==> config.mk <==
export PLATFORM = sky130hd
export DESIGN_NAME = sphe_ctrl
export DESIGN_NICKNAME = d
export VERILOG_FILES = /design/src/hw/rtl/sphe_pkg.sv /design/src/hw/rtl/sphe_ctrl.sv
export SDC_FILE = /design/constraint.sdc
export NUM_CORES = 1
export LEC_CHECK = 0
export BUFFER_PORTS_ARGS = -buffer_cell sky130_fd_sc_hd__buf_2
export CAP_MARGIN = 10
export CORE_ASPECT_RATIO = 0.9
export CORE_MARGIN = 1.5
export CORE_UTILIZATION = 52
export DETAILED_ROUTE_END_ITERATION = 10
export PLACE_DENSITY_LB_ADDON = 0.12
export REMOVE_ABC_BUFFERS = 1
export SLEW_MARGIN = 20
export SYNTH_ARGS = -nofsm -noshare
export SYNTH_HDL_FRONTEND = slang
export SYNTH_SLANG_ARGS = --single-unit
==> constraint.sdc <==
create_clock -name clock -period 2.25 [get_ports clock]
set_input_delay 0.3375 -clock clock [delete_from_list [all_inputs] [get_ports clock]]
set_output_delay 0.3375 -clock clock [all_outputs]
set_load 0.02 [all_outputs]
==> src/hw/rtl/sphe_pkg.sv <==
// shared constants, codes and control structs of the substring hash engine
package sphe_pkg;

   localparam int MAX_LEN_DEFAULT = 1024;

   localparam logic [60:0] HASH_P = 61'h1FFF_FFFF_FFFF_FFFF;
   localparam logic [60:0] HASH_BASE_RESET = 61'd768614336404564650;
   localparam logic [9:0]  HASH_OFFSET = 10'd997;

   localparam logic [2:0] OP_LOAD  = 3'd0;
   localparam logic [2:0] OP_BUILD = 3'd1;
   localparam logic [2:0] OP_FWD   = 3'd2;
   localparam logic [2:0] OP_REV   = 3'd3;
   localparam logic [2:0] OP_CLEAR = 3'd4;

   localparam logic [1:0] ST_OK        = 2'd0;
   localparam logic [1:0] ST_RANGE     = 2'd1;
   localparam logic [1:0] ST_NOT_BUILT = 2'd2;

   typedef enum logic [1:0] {
      MSEL_X_BASE   = 2'd0,
      MSEL_PW_BASE  = 2'd1,
      MSEL_PW_X     = 2'd2,
      MSEL_ACC_BASE = 2'd3
   } mul_sel_type;

   typedef struct packed {
      logic        latch_req;
      logic        set_check;
      logic        do_clear;
      logic        rd_phase_b;
      logic        cap_a;
      logic        mul_start;
      mul_sel_type mul_sel;
      logic        cap_t;
      logic        load_write;
      logic        cap_query;
      logic        build_init;
      logic        build_step;
      logic        out_load;
   } dp_cmd_type;

   typedef struct packed {
      logic [2:0] op;
      logic [1:0] chk_status;
      logic       count_zero;
      logic       idx_last;
      logic       mul_done;
      logic       out_free;
   } dp_stat_type;

endpackage

==> src/hw/rtl/sphe_ctrl.sv <==
// controller state machine sequencing loads, builds, queries and clears
module sphe_ctrl (
   input  logic                 clock,
   input  logic                 reset,
   input  logic                 req_valid,
   output logic                 req_ready,
   input  sphe_pkg::dp_stat_type stat,
   output sphe_pkg::dp_cmd_type  cmd
);
   import sphe_pkg::*;

   typedef enum logic [11:0] {
      S_IDLE       = 12'b0000_0000_0001,
      S_DECODE     = 12'b0000_0000_0010,
      S_RD_A       = 12'b0000_0000_0100,
      S_RD_B       = 12'b0000_0000_1000,
      S_MUL1_GO    = 12'b0000_0001_0000,
      S_MUL1_WAIT  = 12'b0000_0010_0000,
      S_MUL2_GO    = 12'b0000_0100_0000,
      S_MUL2_WAIT  = 12'b0000_1000_0000,
      S_BUILD_INIT = 12'b0001_0000_0000,
      S_BUILD_GO   = 12'b0010_0000_0000,
      S_BUILD_WAIT = 12'b0100_0000_0000,
      S_FINISH     = 12'b1000_0000_0000
   } state_type;

   state_type state_ff, state_in;
   logic      is_load;

   assign is_load = (stat.op == OP_LOAD);

   always_comb begin
      state_in = state_ff;
      cmd = '0;
      cmd.mul_sel = is_load ? MSEL_X_BASE : MSEL_PW_X;
      cmd.rd_phase_b = (state_ff != S_RD_A);
      req_ready = 1'b0;
      case (state_ff)
         S_IDLE: begin
            req_ready = 1'b1;
            if (req_valid) begin
               cmd.latch_req = 1'b1;
               state_in = S_DECODE;
            end
         end
         S_DECODE: begin
            cmd.set_check = 1'b1;
            case (stat.op)
               OP_LOAD, OP_FWD, OP_REV: begin
                  state_in = (stat.chk_status == ST_OK) ? S_RD_A : S_FINISH;
               end
               OP_BUILD: state_in = S_BUILD_INIT;
               OP_CLEAR: begin
                  cmd.do_clear = 1'b1;
                  state_in = S_FINISH;
               end
               default: state_in = S_IDLE;
            endcase
         end
         S_RD_A: state_in = S_RD_B;
         S_RD_B: begin
            cmd.cap_a = 1'b1;
            state_in = S_MUL1_GO;
         end
         S_MUL1_GO: begin
            cmd.mul_start = 1'b1;
            state_in = S_MUL1_WAIT;
         end
         S_MUL1_WAIT: begin
            if (stat.mul_done) begin
               if (is_load) begin
                  cmd.cap_t = 1'b1;
                  state_in = S_MUL2_GO;
               end else begin
                  cmd.cap_query = 1'b1;
                  state_in = S_FINISH;
               end
            end
         end
         S_MUL2_GO: begin
            cmd.mul_sel = MSEL_PW_BASE;
            cmd.mul_start = 1'b1;
            state_in = S_MUL2_WAIT;
         end
         S_MUL2_WAIT: begin
            cmd.mul_sel = MSEL_PW_BASE;
            if (stat.mul_done) begin
               cmd.load_write = 1'b1;
               state_in = S_FINISH;
            end
         end
         S_BUILD_INIT: begin
            cmd.build_init = 1'b1;
            state_in = stat.count_zero ? S_FINISH : S_BUILD_GO;
         end
         S_BUILD_GO: begin
            cmd.mul_sel = MSEL_ACC_BASE;
            cmd.mul_start = 1'b1;
            state_in = S_BUILD_WAIT;
         end
         S_BUILD_WAIT: begin
            cmd.mul_sel = MSEL_ACC_BASE;
            if (stat.mul_done) begin
               cmd.build_step = 1'b1;
               state_in = stat.idx_last ? S_FINISH : S_BUILD_GO;
            end
         end
         S_FINISH: begin
            if (stat.out_free) begin
               cmd.out_load = 1'b1;
               state_in = S_IDLE;
            end
         end
         default: state_in = S_IDLE;
      endcase
   end

   always_ff @(posedge clock) begin
      if (reset) begin
         state_ff <= S_IDLE;
      end else begin
         state_ff <= state_in;
      end
   end
endmodule

======== Word-level counts from Yosys, hierarchy flattened ========
Index checks and enable logic that the tools add are counted.
word-level totals
  logic and storage cells ................. 62
  latch bits .............................. 0
  memory bits (read-only) ................. 0
  memory bits (writable) .................. 0
  bits of input ports ..................... 12
  output and inout port bits .............. 15
  register bits after elaboration ......... 12
  memories ................................ 0
cells by class
  muxes and demuxes ....................... 32
  order comparisons ....................... 0
  reductions and logical operators ........ 7
  shift operators ......................... 0
  div/mod/pow operators ................... 0
  equality and inequality tests ........... 22
  bitwise logic cells ..................... 0
  add/sub/neg operators ................... 0
  multiply operators ...................... 0
operator list
  kind                                                    number
  one-hot mux 12 bit (12 select lines)                    1
  2-to-1 mux 12 bit                                       9
  one-hot mux 12 bit (3 select lines)                     1
  2-to-1 mux 1 bit                                        18
  equality test 12 x 1 -> 1 bit, second input constant    1
  equality test 12 x 10 -> 1 bit, second input constant   1
  equality test 12 x 11 -> 1 bit, second input constant   1
  equality test 12 bit, second input constant             1
  equality test 12 x 2 -> 1 bit, second input constant    1
  equality test 12 x 3 -> 1 bit, second input constant    1
  equality test 12 x 4 -> 1 bit, second input constant    1
  equality test 12 x 5 -> 1 bit, second input constant    1
  equality test 12 x 6 -> 1 bit, second input constant    1
  equality test 12 x 7 -> 1 bit, second input constant    1
  equality test 12 x 8 -> 1 bit, second input constant    1
  equality test 12 x 9 -> 1 bit, second input constant    1
  inequality test 12 x 3 -> 1 bit, second input constant  1
  inequality test 2 bit, second input constant            5
  equality test 3 x 2 -> 1 bit, second input constant     2
  OR reduction 3 bit                                      2
  AND reduction 5 bit                                     1
  2-to-1 mux 2 bit                                        2
  one-hot mux 2 bit (2 select lines)                      1
  OR reduction 2 bit                                      2
  other kinds (4)                                         4

======== Logic depth before layout (Yosys ltp) ========
  depth after elaboration ................. 4
  gate-level depth with buffers ........... 7
  depth with buffers taken out ............ 6

======== Worst setup path after synthesis ========
No wires, ideal clock.
  kind .................................... reg2out
  from .................................... reg state_ff[0]
  to ...................................... out cmd[7] in the netlist's numbering
  arrival time ............................ 1911 ps
  required time ........................... 1913 ps
  path slack .............................. 2 ps
  buffers on the path ..................... 1
  stages on the path, launching flop included .. 5
  cell sequence ........................... dfxtp_1 -> or4_1 -> buf_6 -> nor3_1 -> o22ai_1
RTL lines
  element                 RTL line          text
  start, declared         sphe_ctrl.sv:27   state_type state_ff, state_in;
  start signal, assigned  sphe_ctrl.sv:122  state_ff <= state_in;
  end, declared           sphe_ctrl.sv:8    output sphe_pkg::dp_cmd_type cmd

==> impl_metrics.py <==
metrics = {
    "run_status": {
        "outcome": "finished, final reports clean",
    },
    "worst_setup_path": {
        "critical-path-top-delay-family": "simple AND/OR/NAND/NOR gates",
        "worst_setup_path_end_kind": "primary output",
        "worstReg2RegStart": "state_ff[1]$_SDFFE_PP0P_",
        "path_max_fanout": 10,
        "slowest_delay_ps": 570,
        "cp.arrival_ps": 1880,
        "cp.depth": 5,
        "critical_path.endpoint": "cmd[5]",
        "start_kind": "flop",
        "slowest_stage": "or4_4",
        "worst_r2r_path_depth": 6,
        "worstPathRequired_ps": 1910,
        "r2r-end": "state_ff[11]$_SDFFE_PP0P_",
        "reg2reg_slack_ps": 350,
        "cp_num_buf_inv": 1,
        "startpoint": "state_ff[9]$_SDFFE_PP0P_",
        "cp_cell_sequence": "or4_4, nor2_4, nand3_2, nor4_4, buf_4",
        "critical_path_class": "flop to primary output",
    },
    "global_route": {
        "grt.overflow.total": 0,
        "track_usage_pct": 26.8,
        "grt_max_degree": 13,
        "first_global_vias": 999,
        "antenna_found_initial": 0,
        "grt_pass1_wl_um": 4620,
    },
    "final_layout": {
        "design_area_um2": 1310,
        "reg.largest.list": "state_ff x12",
        "regMostFlops": "state_ff",
        "final_common_cell": "buf_2",
        "fill_cells": 173,
        "drive_gt1_share_pct": 38.1,
        "nNetsFinal": 173,
        "mostFrequentLayoutCells": "buf_2, nor2_1, nor3_1, buf_4, nor2b_1",
        "largest_register_ffs": 12,
        "antenna_cells": 0,
        "area_growth_pct": 27.5,
    },
    "timing": {
        "period_needed_ps": 2210,
        "tns_ps": 0,
        "max_slew_margin_pct": 63.2,
        "clock_skew_ps": 11.2,
        "slew_viol_final": 0,
        "setup_viol": 0,
        "fmax_mhz": 452,
        "min_period_over_period_pct": 98.4,
        "rsz0062_at_grt": "yes",
        "hold_viol": 0,
        "worst_pin_slew_ps": 539,
        "hold_ws_ps": 306,
    },
    "die": {
        "core_um2": 1880,
        "die_x_um": 49.8,
        "io_pins": 27,
        "die-area_um2": 2240,
        "start_util_pct": 54.5,
        "die_h_um": 45.1,
        "rows": 15,
    },
    "logic_synthesis": {
        "ys_warn_count": 0,
        "async_reset_ff_share_pct": 0,
        "syn_inst": 130,
        "synthesis.area_um2": 1020,
        "synth.distinct_cells": 48,
        "ys_ff_latch": 12,
        "synth-seq-area-share_pct": 23.5,
        "synthFlopType": "dfxtp_1",
        "avgSynthCellArea_um2": 7.87,
        "synth_edf_count": 0,
    },
    "drt": {
        "vias": 1150,
        "antenna_left": 0,
        "drt-total-wl_um": 2820,
        "drt_iter0_markers": 32,
        "wl_per_cell_um": 15.2,
        "drt-pass1-iter-count": 4,
        "drc": 0,
        "viasPerCell": 6.22,
    },
    "clock_network": {
        "cts_buffers": 3,
        "cts_root_buf": "clkbuf_4",
        "cts_max_level": 1,
        "clk_pin_slew_ps": 80,
        "clkSinkCount": 12,
        "clk_latency_ps": 290,
        "clk_path_buf_depth": 2,
        "cts_tree": "yes",
    },
    "placement": {
        "io_buffer_count": 26,
        "hpwl_um": 2110,
        "placed_area_um2": 1190,
        "place_congestion": 0.932,
    },
    "worst_hold_path": {
        "hp-class": "input pin to flop",
    },
    "job": {
        "cap_viol_max_count": 0,
    },
    "power_and_ir_drop": {
        "fin_total_pwr_uw": 608,
        "p_leak_nw": 0.540,
        "powerDensity_nw_per_um2": 466,
        "ir_drop_v": 0.000299,
    },
}
[report_power, final]
group | switching [mW] | internal [mW] | total (mW)
sequential | 0.0145 | 0.220 | 0.234
clock | 0.0855 | 0.0986 | 0.184
combinational | 0.110 | 0.0798 | 0.190
[cell families after synthesis]
family                    count (synthesis)  synth area share, %
buffers and inverters                    15                 6.85
AOI/OAI and AO/OA                        22                 17.4
DFF                                      12                 23.5
xor gates and xnor gates                  4                 3.42
and+or+nand+nor                          76                 47.9
muxes                                     1                0.978
[area by class of cell]
class	instances	area, um^2	area share (%)
clock buffer	4	36.3	2.78
inverter	6	22.5	1.73
multi-input combinational	103	763	58.5
sequential	12	249	19.1
tap	25	31.3	2.40
timing repair buffer	35	203	15.5
[synthesized netlist by cell type, drive strengths merged, types with 3 or more instances]
master,n,share of area [%]
nand4,3,1.8
nor4b,7,6.6
dfxtp,12,23
a21oi,3,1.5
nor2,14,5.4
or4,4,2.9
nand3,7,3.9
nor3,13,6.4
xor2,3,2.6
nand2,6,2.2
inv,5,1.8
nor4,6,7.8
buf,7,3.9
nor2b,8,4.9
[worst reg2reg max path, cell delays in order (launching register included)]
cell and delay, ps:
dfxtp_1 370, or4_4 590, buf_4 170, nor4_4 300, a41oi_2 110, o211ai_1 150
a21oi_1 100
[per-stage QoR]
step | utilization (%) | worst slack (ps) | cells
6_report | 69.5 | 37.1 | 185
5_1_grt | 69.5 | -30.3 | 185
4_1_cts | 66.3 | 10.3 | 183
3_5_place_dp | 63.4 | 206 | 179
3_3_place_gp | 63.4 | 254 | 179
2_1_floorplan | - | -16.4 | 121
[layer usage]
layer | share of wire, % | GRT usage, % | vias to the layer above
met5 | 0 | 0 | -
met4 | 1.2 | 8.33 | 0
met3 | 6.3 | 3.31 | 5
met2 | 47 | 45.3 | 57
met1 | 45 | 36.1 | 531
li1 | - | - | 557
[worst min-delay path by stage]
| stage | startpoint | to | slack, ps | cells past startpoint |
|---|---|---|---|---|
| floorplan | reset | state_ff[11]$_SDFFE_PP0P_ | 410 | 1 |
| global placement | state_ff[0]$_SDFFE_PP1P_ | state_ff[0]$_SDFFE_PP1P_ | 590 | 2 |
| detailed placement | state_ff[2]$_SDFFE_PP0P_ | state_ff[3]$_SDFFE_PP0P_ | 590 | 2 |
| CTS | stat[5] | state_ff[2]$_SDFFE_PP0P_ | 310 | 3 |
| global route | stat[5] | state_ff[2]$_SDFFE_PP0P_ | 330 | 3 |
| finish | stat[4] | state_ff[2]$_SDFFE_PP0P_ | 310 | 3 |
[what timing repair did]
item                                    4_1_cts  5_1_grt
resized for setup                             6       12
pin swaps                                     0        3
endpoints found under the hold margin         0        0
buffers inserted                              0        2
endpoints found under the setup margin        6        6
hold buffers                                  0        0
No activity file was read; power rests on OpenSTA's default activity.
